### src/bsmm_pkg.sv
// Shared types, sizes and command/status codes for the bounded stack unit.
package bsmm_pkg;

    localparam int STACK_DEPTH = 64;
    localparam int WORD_W      = 32;
    localparam int CNT_W       = $clog2(STACK_DEPTH + 1);
    localparam int ADDR_W      = $clog2(STACK_DEPTH);

    typedef logic [2:0]               t_cmd;
    typedef logic [1:0]               t_status;
    typedef logic signed [WORD_W-1:0] t_word;
    typedef logic [CNT_W-1:0]         t_cnt;
    typedef logic [ADDR_W-1:0]        t_addr;

    localparam t_cmd CMD_PUSH = 3'd0;
    localparam t_cmd CMD_POP  = 3'd1;
    localparam t_cmd CMD_MAX  = 3'd2;
    localparam t_cmd CMD_MIN  = 3'd3;
    localparam t_cmd CMD_DUMP = 3'd4;

    localparam t_status ST_OK    = 2'd0;
    localparam t_status ST_FULL  = 2'd1;
    localparam t_status ST_EMPTY = 2'd2;

    typedef struct packed {
        logic  we;
        t_addr addr;
        t_word data;
    } t_wr;

    typedef struct packed {
        logic en;
        logic load;
        logic is_max;
    } t_cmp_ctl;

endpackage

### src/bsmm_if.sv
// Request and response channel interfaces of the bounded stack unit.
interface bsmm_req_if;
    import bsmm_pkg::*;
    logic  valid;
    logic  ready;
    t_cmd  command;
    t_word push_value;

    modport source (output valid, output command, output push_value, input ready);
    modport sink   (input valid, input command, input push_value, output ready);
endinterface

interface bsmm_rsp_if;
    import bsmm_pkg::*;
    logic    valid;
    logic    ready;
    t_status status;
    t_word   result_value;
    logic    last_of_run;

    modport source (output valid, output status, output result_value, output last_of_run,
                    input ready);
    modport sink   (input valid, input status, input result_value, input last_of_run,
                    output ready);
endinterface

### src/bounded_stack_with_min_max_query_unit.sv
// Top level: bounded stack with max/min scan and dump, command sequencer.
//
// Usage: commands enter on i_req (valid/ready, payload command and push_value);
// results leave on o_rsp (status, result_value, last_of_run). A request is
// taken only while the sequencer is idle, one request at a time.
// Push, pop and any command on an empty stack: one result, loaded into the
// output register from the emit state.
// Max/min: the scan reads one stored word per cycle through the shared
// compare unit; the result is then loaded into the output register from the
// emit state.
// Dump (also any unused code on a non-empty stack): one result per stored
// word, bottom first, each word in a memory read state, then an output load
// state; the final one has last_of_run set.
// Scan and dump time grow with the stored word count, as set by the single
// memory read port and compare unit.
// The next request is taken as soon as the last result sits in the output
// register, even if the receiver has not yet taken it.
// When the receiver stalls, the output register holds its result and the
// sequencer waits; nothing is dropped.
// Reset empties the stack; stored words are not cleared and are never read
// before they are written.
module bounded_stack_with_min_max_query_unit (
    input  logic       i_clk,
    input  logic       i_rst_n,
    bsmm_req_if.sink   i_req,
    bsmm_rsp_if.source o_rsp
);
    import bsmm_pkg::*;

    localparam logic [2:0] S_IDLE = 3'd0;
    localparam logic [2:0] S_SCAN = 3'd1;
    localparam logic [2:0] S_DRD  = 3'd2;
    localparam logic [2:0] S_DOUT = 3'd3;
    localparam logic [2:0] S_EMIT = 3'd4;

    logic [2:0] r_state, n_state;
    t_cnt       r_count, n_count;
    t_cnt       r_iss, n_iss;
    logic       r_is_max, n_is_max;
    logic       r_dv, n_dv;
    logic       r_dfirst, n_dfirst;
    logic       r_dlast, n_dlast;
    t_status    r_pend_st, n_pend_st;
    logic       r_pend_best, n_pend_best;
    logic       r_out_valid, n_out_valid;
    t_status    r_out_st, n_out_st;
    t_word      r_out_val, n_out_val;
    logic       r_out_last, n_out_last;

    t_wr        w_wr;
    t_cmp_ctl   w_cmp;
    t_word      w_rdata;
    t_word      w_best;
    logic       w_acc;
    logic       w_free;
    logic       w_iss_last;

    bsmm_store u_store (
        .i_clk   (i_clk),
        .i_wr    (w_wr),
        .i_raddr (r_iss[ADDR_W-1:0]),
        .o_rdata (w_rdata)
    );

    bsmm_cmp u_cmp (
        .i_clk  (i_clk),
        .i_ctl  (w_cmp),
        .i_data (w_rdata),
        .o_best (w_best)
    );

    assign i_req.ready = (r_state == S_IDLE);
    assign w_acc       = i_req.valid && (r_state == S_IDLE);
    assign w_free      = !r_out_valid || o_rsp.ready;
    assign w_iss_last  = (r_iss + t_cnt'(1)) == r_count;

    assign w_cmp.en     = r_dv;
    assign w_cmp.load   = r_dfirst;
    assign w_cmp.is_max = r_is_max;

    always_comb begin
        n_state     = r_state;
        n_count     = r_count;
        n_iss       = r_iss;
        n_is_max    = r_is_max;
        n_dv        = 1'b0;
        n_dfirst    = r_dfirst;
        n_dlast     = r_dlast;
        n_pend_st   = r_pend_st;
        n_pend_best = r_pend_best;
        n_out_valid = r_out_valid && !o_rsp.ready;
        n_out_st    = r_out_st;
        n_out_val   = r_out_val;
        n_out_last  = r_out_last;
        w_wr.we     = 1'b0;
        w_wr.addr   = r_count[ADDR_W-1:0];
        w_wr.data   = i_req.push_value;

        unique case (r_state)
            S_IDLE: begin
                if (w_acc) begin
                    n_pend_best = 1'b0;
                    n_iss       = '0;
                    priority if (i_req.command == CMD_PUSH) begin
                        n_state = S_EMIT;
                        if (r_count == t_cnt'(STACK_DEPTH)) begin
                            n_pend_st = ST_FULL;
                        end else begin
                            w_wr.we   = 1'b1;
                            n_count   = r_count + t_cnt'(1);
                            n_pend_st = ST_OK;
                        end
                    end else if (r_count == '0) begin
                        n_state   = S_EMIT;
                        n_pend_st = ST_EMPTY;
                    end else if (i_req.command == CMD_POP) begin
                        n_state   = S_EMIT;
                        n_count   = r_count - t_cnt'(1);
                        n_pend_st = ST_OK;
                    end else if (i_req.command == CMD_MAX || i_req.command == CMD_MIN) begin
                        n_state  = S_SCAN;
                        n_is_max = (i_req.command == CMD_MAX);
                    end else begin
                        n_state = S_DRD;
                    end
                end
            end
            S_SCAN: begin
                if (r_iss != r_count) begin
                    n_dv     = 1'b1;
                    n_dfirst = (r_iss == '0);
                    n_dlast  = w_iss_last;
                    n_iss    = r_iss + t_cnt'(1);
                end
                if (r_dv && r_dlast) begin
                    n_state     = S_EMIT;
                    n_pend_st   = ST_OK;
                    n_pend_best = 1'b1;
                end
            end
            S_DRD: begin
                n_state = S_DOUT;
            end
            S_DOUT: begin
                if (w_free) begin
                    n_out_valid = 1'b1;
                    n_out_st    = ST_OK;
                    n_out_val   = w_rdata;
                    n_out_last  = w_iss_last;
                    if (w_iss_last) begin
                        n_state = S_IDLE;
                    end else begin
                        n_iss   = r_iss + t_cnt'(1);
                        n_state = S_DRD;
                    end
                end
            end
            S_EMIT: begin
                if (w_free) begin
                    n_out_valid = 1'b1;
                    n_out_st    = r_pend_st;
                    n_out_val   = r_pend_best ? w_best : '0;
                    n_out_last  = 1'b1;
                    n_state     = S_IDLE;
                end
            end
            default: begin
                n_state = S_IDLE;
            end
        endcase
    end

    always_ff @(posedge i_clk) begin
        if (!i_rst_n) begin
            r_state     <= S_IDLE;
            r_count     <= '0;
            r_dv        <= 1'b0;
            r_out_valid <= 1'b0;
        end else begin
            r_state     <= n_state;
            r_count     <= n_count;
            r_dv        <= n_dv;
            r_out_valid <= n_out_valid;
        end
    end

    always_ff @(posedge i_clk) begin
        r_iss       <= n_iss;
        r_is_max    <= n_is_max;
        r_dfirst    <= n_dfirst;
        r_dlast     <= n_dlast;
        r_pend_st   <= n_pend_st;
        r_pend_best <= n_pend_best;
        r_out_st    <= n_out_st;
        r_out_val   <= n_out_val;
        r_out_last  <= n_out_last;
    end

    assign o_rsp.valid        = r_out_valid;
    assign o_rsp.status       = r_out_st;
    assign o_rsp.result_value = r_out_val;
    assign o_rsp.last_of_run  = r_out_last;

    a_count_bound: assert property (@(posedge i_clk) disable iff (!i_rst_n)
        r_count <= t_cnt'(STACK_DEPTH))
        else $error("entry count above depth");

    a_scan_only: assert property (@(posedge i_clk) disable iff (!i_rst_n)
        r_dv |-> (r_state == S_SCAN))
        else $error("compare unit active outside scan");

    a_full_hold: assert property (@(posedge i_clk) disable iff (!i_rst_n)
        (w_acc && i_req.command == CMD_PUSH && r_count == t_cnt'(STACK_DEPTH))
        |=> $stable(r_count))
        else $error("push on full stack changed count");

    a_scan_nonempty: assert property (@(posedge i_clk) disable iff (!i_rst_n)
        (r_state == S_SCAN || r_state == S_DRD || r_state == S_DOUT) |-> (r_count != '0))
        else $error("scan on empty stack");

endmodule

### src/bsmm_store.sv
// Stack word memory: one write port, one registered read port.
module bsmm_store (
    input  logic           i_clk,
    input  bsmm_pkg::t_wr  i_wr,
    input  bsmm_pkg::t_addr i_raddr,
    output bsmm_pkg::t_word o_rdata
);
    import bsmm_pkg::*;

    t_word r_mem [STACK_DEPTH];
    t_word r_rdata;

    always_ff @(posedge i_clk) begin
        if (i_wr.we) begin
            r_mem[i_wr.addr] <= i_wr.data;
        end
        r_rdata <= r_mem[i_raddr];
    end

    assign o_rdata = r_rdata;

endmodule

### src/bsmm_cmp.sv
// Shared signed compare unit holding the running maximum or minimum.
module bsmm_cmp (
    input  logic               i_clk,
    input  bsmm_pkg::t_cmp_ctl i_ctl,
    input  bsmm_pkg::t_word    i_data,
    output bsmm_pkg::t_word    o_best
);
    import bsmm_pkg::*;

    t_word r_best;
    logic  w_take;

    always_comb begin
        if (i_ctl.is_max) begin
            w_take = r_best < i_data;
        end else begin
            w_take = i_data < r_best;
        end
    end

    always_ff @(posedge i_clk) begin
        if (i_ctl.en && (i_ctl.load || w_take)) begin
            r_best <= i_data;
        end
    end

    assign o_best = r_best;

endmodule

### src/flat_wrapper.sv
// flat-port wrapper written by rule: the top's interface ports become plain ports
module bounded_stack_with_min_max_query_unit_flat import bsmm_pkg::*;
  (i_clk, i_rst_n, i_req_valid, i_req_command, i_req_push_value, i_req_ready, o_rsp_valid, o_rsp_status, o_rsp_result_value, o_rsp_last_of_run, o_rsp_ready);
  bsmm_req_if i_req_i ();
  bsmm_rsp_if o_rsp_i ();
  input  logic i_clk;
  input  logic i_rst_n;
  input wire logic [$bits(i_req_i.valid)-1:0] i_req_valid;
  input wire logic [$bits(i_req_i.command)-1:0] i_req_command;
  input wire logic [$bits(i_req_i.push_value)-1:0] i_req_push_value;
  output wire logic [$bits(i_req_i.ready)-1:0] i_req_ready;
  output wire logic [$bits(o_rsp_i.valid)-1:0] o_rsp_valid;
  output wire logic [$bits(o_rsp_i.status)-1:0] o_rsp_status;
  output wire logic [$bits(o_rsp_i.result_value)-1:0] o_rsp_result_value;
  output wire logic [$bits(o_rsp_i.last_of_run)-1:0] o_rsp_last_of_run;
  input wire logic [$bits(o_rsp_i.ready)-1:0] o_rsp_ready;
  assign i_req_i.valid = i_req_valid;
  assign i_req_i.command = i_req_command;
  assign i_req_i.push_value = i_req_push_value;
  assign i_req_ready = i_req_i.ready;
  assign o_rsp_valid = o_rsp_i.valid;
  assign o_rsp_status = o_rsp_i.status;
  assign o_rsp_result_value = o_rsp_i.result_value;
  assign o_rsp_last_of_run = o_rsp_i.last_of_run;
  assign o_rsp_i.ready = o_rsp_ready;
  bounded_stack_with_min_max_query_unit u_core (.i_clk(i_clk), .i_rst_n(i_rst_n), .i_req(i_req_i), .o_rsp(o_rsp_i));
endmodule
### config.mk
export PLATFORM = sky130hd
export DESIGN_NAME = bounded_stack_with_min_max_query_unit_flat
export DESIGN_NICKNAME = d
export VERILOG_FILES = /design/src/bsmm_pkg.sv /design/src/bsmm_if.sv /design/src/bounded_stack_with_min_max_query_unit.sv /design/src/bsmm_store.sv /design/src/bsmm_cmp.sv /design/src/flat_wrapper.sv
export SDC_FILE = /design/constraint.sdc
export NUM_CORES = 2
export LEC_CHECK = 0
export ABC_AREA = 1
export BUFFER_PORTS_ARGS = -buffer_cell sky130_fd_sc_hd__buf_2
export CORE_MARGIN = 2
export CORE_UTILIZATION = 45
export CTS_CLUSTER_DIAMETER = 30
export DETAILED_ROUTE_END_ITERATION = 7
export PLACE_DENSITY_LB_ADDON = 0.15
export REMOVE_ABC_BUFFERS = 1
export SLEW_MARGIN = 15
export SYNTH_ARGS = -nofsm -noshare
export SYNTH_HDL_FRONTEND = slang
export SYNTH_SLANG_ARGS = --single-unit
### constraint.sdc
create_clock -name i_clk -period 9.8 [get_ports i_clk]
set_input_delay 1.96 -clock i_clk [delete_from_list [all_inputs] [get_ports i_clk]]
set_output_delay 1.96 -clock i_clk [all_outputs]
set_load 0.01 [all_outputs]
Yosys cells after proc, flatten, opt, wreduce, memory -nomap -nowiden
Memory sizes are Yosys's and may differ from the RTL's. A register that Yosys moved wholly into a read port is not among the register bits.
Cells that the tools add are included.
W data, S select, Z words.
Operators by class
  add/sub/neg operators: 3
  $lt $le $gt $ge: 2
  equal/unequal tests: 19
  muxes and demuxes: 49
  bitwise logic cells: 3
  reduce and logical (&&, ||, !) cells: 27
Operator list (number)
  $mux W32: 3
  $lt A32 B32 Y1: 2
  $pmux W32 S2: 1
  $mux W7: 8
  $mux W3: 7
  $pmux W7 S3: 1
  $mux W2: 9
  $mux W1: 15
  $pmux W3 S5: 1
  $add A7 B1 Y7 const B: 2
  $logic_not A7 Y1: 2
  $eq A3 B2 Y1 const B: 4
  $ne A2 B1 Y1 const B: 6
  $reduce_and A5 Y1: 2
  $pmux W2 S2: 2
  $reduce_and A4 Y1: 2
  $eq A7 B7 Y1: 1
  $eq A7 B7 Y1 const B: 1
  $ne A7 B7 Y1: 1
  $sub A7 B1 Y7 const B: 1
  $eq A3 B1 Y1 const B: 2
  $logic_not A3 Y1: 2
  $reduce_and A3 Y1: 2
  $reduce_and A6 Y1: 1
  other kinds (12): 25
Word-level totals
  bits in registers: 92
  bits in writable memories: 2048
  input bits: 39
  output and inout bits: 37
  logic and storage cells: 118
  memories kept: 1
Memories
  u_core.u_store.r_mem: depth 64, width 32, read ports 1, clocked after memory_dff 1, write ports 1, RTL line bsmm_store.sv:10  | t_word r_mem [STACK_DEPTH];

Logic depth before layout (Yosys ltp)
  depth in word-level cells: 8
  mapped depth: 19
  depth with buffers taken out: 19

Modules after synthesis
A second synthesis with hierarchy kept.
Second synthesis, totals
  cells, all modules: 7328
  area, all modules: 87886.8 µm²
Modules (own cells, without submodules)
  bsmm_store: instances 1, cells each 6769, area each 82738.1 µm², sequential area each 62139.6 µm²
  bounded_stack_with_min_max_query_unit: instances 1, cells each 373, area each 3240.6 µm², sequential area each 1681.6 µm²
  bsmm_cmp: instances 1, cells each 186, area each 1908.1 µm², sequential area each 960.9 µm²

Worst setup path after synthesis
No wires, ideal clock.
  kind: input to register
  from: in i_req_command[2]
  to: mem u_core.u_store.r_mem[0][0] (netlist bit) (enable)
  setup time: 461 ps
  data arrival time: 4728 ps
  required time: 9339 ps
  path slack: 4611 ps
  cell stages on the path: 5
  buffers on the path: 1
  cell sequence: nor2_1 > inv_1 > or2_0 > buf_2 > nor3_1
On the way
  longest elaborated chain between the ends: 6
Ends and longest elaborated chain
  from (decl): RTL line flat_wrapper.sv:9  | input wire logic [$bits(i_req_i.command)-1:0] i_req_command;
  $logic_not A3 Y1: RTL line bounded_stack_with_min_max_query_unit.sv:104  | priority if (i_req.command == CMD_PUSH) begin
  $mux W1: RTL line bounded_stack_with_min_max_query_unit.sv:104
  $mux W1: RTL line bounded_stack_with_min_max_query_unit.sv:101  | if (w_acc) begin
  $mux W1: RTL line bounded_stack_with_min_max_query_unit.sv:99  | unique case (r_state)
  $mux W1: RTL line bsmm_store.sv:14  | if (i_wr.we) begin
  $mux W1 (not written as such): RTL line bsmm_store.sv:15  | r_mem[i_wr.addr] <= i_wr.data;
  to (decl): RTL line bsmm_store.sv:10
Every way passes these cells.

Worst setup path after layout
  from: in i_req_command[2]
  to: mem u_core.u_store.r_mem[54][23] (netlist bit) (enable)
The elaborated chain is that of the path after synthesis.

==> flow_metrics.tcl <==
set metrics [dict create \
    outcome "complete, but fails checks" \
    failed_checks "DRC" \
    timing.rr.end "u_core.u_store.o_rdata[1]" \
    drc_errors 3 \
    tightestPinTransition_ns 1.23 \
    drt_first_pass_iters 8 \
    clock_path_buffers 4 \
    tns_ns 0 \
    crit_path_start_kind "input port" \
    critPathArrivalTime_ns 5.87 \
    synthArstFlopShare_pct 0 \
    core_area_sq_um 188000 \
    ys_warn_count 0 \
    synth_cells 6291 \
    min_path_type "flop to flop" \
    drt.antenna.violating_nets 0 \
    synth_top_area_cell "edfxtp_1" \
    stdcell_area_sq_um 103000 \
    antenna_found_initial 12 \
    hold_violations 0 \
    fin_nets 6533 \
    hpwl_um 142000 \
    irDropWorstVdd_mv 0.213 \
    p_leak_nw 33.9 \
    cpMaxStageDelayCell "nor2_4" \
    ys_seq_area_share_pct 76.1 \
    insertion_delay_ns 0.99 \
    rsz0062_at_grt "no" \
    placed_cell_area_sq_um 87800 \
    skew_ns 0.0635 \
    cts_tree "done" \
    yosys-top-cells-count "edfxtp_1 (2128), nor2_1 (1139), o21ai_0 (1047)" \
    ios 76 \
    numCtsBuffers 453 \
    synth_top_area_share_pct 75.1 \
    endpoint "u_core.u_store.r_mem[54][23]" \
    cp-startpoint "i_req_command[2]" \
    slew-limit-headroom_pct 18.0 \
    powerDensity_nw_per_um2 335 \
    clock-root-buffer "clkbuf_16" \
    p_total_mw 34.6 \
    fmax_mhz 188 \
    power.internal_mw 22.9 \
    syn-mean-instance-area_sq_um 13.5 \
    die-area_sq_um 193000 \
    fillers 15200 \
    final_max_slew_viol_count 0 \
    required_ns 10.34 \
    sequentialPowerShare_pct 31.1 \
    cts_resized 0 \
    hold_buffers 0 \
    placedCellCount 8491 \
    vias 55400 \
    drive_gt1_share_pct 14.1 \
    timing.hold.ws_ns 0.430 \
    clkSlewWorstSetupHoldPaths_ns 0.05 \
    period_needed_ns 5.32 \
    critPathKind "input port to flop" \
    synth.most_common_cell "edfxtp_1" \
    clkPwrFrac_pct 43.9 \
    maxCapViolations 0 \
    wl_per_cell_um 28.3 \
    cts.sinks 2172 \
    first_global_vias 52700 \
    synth_flop_cell "edfxtp_1" \
    crit_path_max_fanout 32 \
    vias_per_cell 5.94 \
    synth.ff_latch_count 2172 \
    netSwitchingPower_mw 11.7 \
    grt_max_degree 191 \
    hold-path-cell-count 0 \
    routabilityCongestion 0.875 \
    grt_pass1_wl_um 376000 \
    std_cell_rows 159 \
    min_period_over_period_pct 54.3 \
    r2r_slack_ns 4.72 \
    reg2regPathDepth 10 \
    r2r_start "u_core.r_iss[0]" \
    drt-initial-drc-count 6757 \
    synth_area_sq_um 85100 \
    area_delta_synth_final_pct 21.2 \
    cp-end-kind "flop" \
    post_cts_buffers 0 \
    p_comb_share_pct 25.0 \
    start_util_pct 45.3 \
    grtUsageTotal_pct 26.9 \
    setup_violations 0 \
    die_h_um 439 \
    swShare_pct 33.8 \
    drt-total-wl_um 264000 \
    synth.distinct_cells 40 \
    grt_overflow 0 \
    synth_area_leaders "edfxtp_1 (75%), o21ai_0 (6.2%), nor2_1 (5.0%)" \
    htree_levels 5 \
    synth_edf_count 2128 \
    crit_chain "buf_2 > nor2_1 > inv_1 > or2_0 > nor3_2 > inv_2 > nor2_2 > nand3_2 > nor2_4" \
    dieWidth_um 439 \
    critPathMaxStageDelay_ns 1.23 \
    port_buffers 75 \
    instances_no_fill 9327 \
]
-- flip-flops by register name (all words and copies together), names as in the netlist --
| signal | count |
|---|---|
| u_core.u_store.r_mem | 2048 |
| u_core.o_rsp.result_value | 32 |
| u_core.u_cmp.o_best | 32 |
| u_core.u_store.o_rdata | 32 |
| u_core.r_count | 7 |
| u_core.r_iss | 7 |
| u_core.r_state | 3 |
| u_core.o_rsp.status | 2 |
| u_core.r_pend_st | 2 |
| u_core.o_rsp.last_of_run | 1 |
| u_core.o_rsp.valid | 1 |
| u_core.r_dfirst | 1 |
| u_core.r_dlast | 1 |
| u_core.r_dv | 1 |
| u_core.r_is_max | 1 |
| u_core.r_pend_best | 1 |
-- layer usage --
metal | up-vias | GRT usage (%) | share of wire (%)
li1 | 24300 | - | -
met1 | 28100 | 37.6 | 41
met2 | 2568 | 41.8 | 46
met3 | 397 | 4.96 | 8.4
met4 | 0 | 10.9 | 3.8
met5 | - | 0 | 0
-- critical path: cells and delay by family --
kind                   cells  cell delay [ns]
and+or+nand+nor            6             3.47
buffers and inverters      3             0.36
-- power by group through the flow --
stage | logic (mW) | registers (mW) | clock network [mW]
4_1_cts | 8.54 | 10.7 | 15.3
3_5_place_dp | 8.50 | 10.9 | 0
6_report | 8.64 | 10.7 | 15.2
5_1_grt | 9.21 | 10.7 | 15.8
2_1_floorplan | 4.30 | 11.3 | 0
3_3_place_gp | 8.45 | 10.9 | 0
-- worst min-delay path by stage --
stage | end | start
after floorplan | u_core.u_cmp.o_best[10] | u_core.u_store.o_rdata[10]
after global placement | u_core.u_cmp.o_best[17] | u_core.u_store.o_rdata[17]
after detailed placement | u_core.u_cmp.o_best[18] | u_core.u_store.o_rdata[18]
after CTS | u_core.u_cmp.o_best[18] | u_core.u_store.o_rdata[18]
after global routing | u_core.u_cmp.o_best[18] | u_core.u_store.o_rdata[18]
final | u_core.u_cmp.o_best[18] | u_core.u_store.o_rdata[18]
-- cell type report --
type / instances / area (sq um) / area share, %
antenna: 9 / 22.5 / 0.0218
multi-input combinational: 3590 / 18400 / 17.9
clock buffer: 514 / 11800 / 11.5
inverter: 83 / 332 / 0.321
sequential: 2172 / 64800 / 62.8
tap: 2495 / 3120 / 3.03
clock inverter: 310 / 3450 / 3.34
timing repair buffer: 154 / 1180 / 1.15
-- metrics by stage --
stage          setup WS (ns)  utilization (%)
6_report                4.48             54.9
5_1_grt                 4.40             54.9
4_1_cts                 4.61             54.9
3_5_place_dp            3.62             46.8
3_3_place_gp            3.70             46.8
2_1_floorplan         -38.67                -
-- cell families after synthesis --
| group | count (synthesis) | share of synthesized area, % |
|---|---|---|
| flops | 2172 | 76.1 |
| compound gates | 1772 | 12.0 |
| simple gates | 1761 | 8.35 |
| buf+inv | 529 | 2.79 |
| fa+ha+maj | 40 | 0.597 |
| xor+xnor | 16 | 0.165 |
| mux | 1 | 0.0118 |
-- placed cells by master (no fill, tap or decap), types with 75 or more instances in the layout --
cell type,count
clkbuf_16,461
edfxtp_1,2128
a21oi_1,122
o221ai_1,197
clkinv_2,90
nand3_1,307
buf_4,99
o21ai_0,1047
nor2_1,1071
nand2_1,286
inv_1,75
o22ai_1,315
Power figures use the tool's default switching activity.
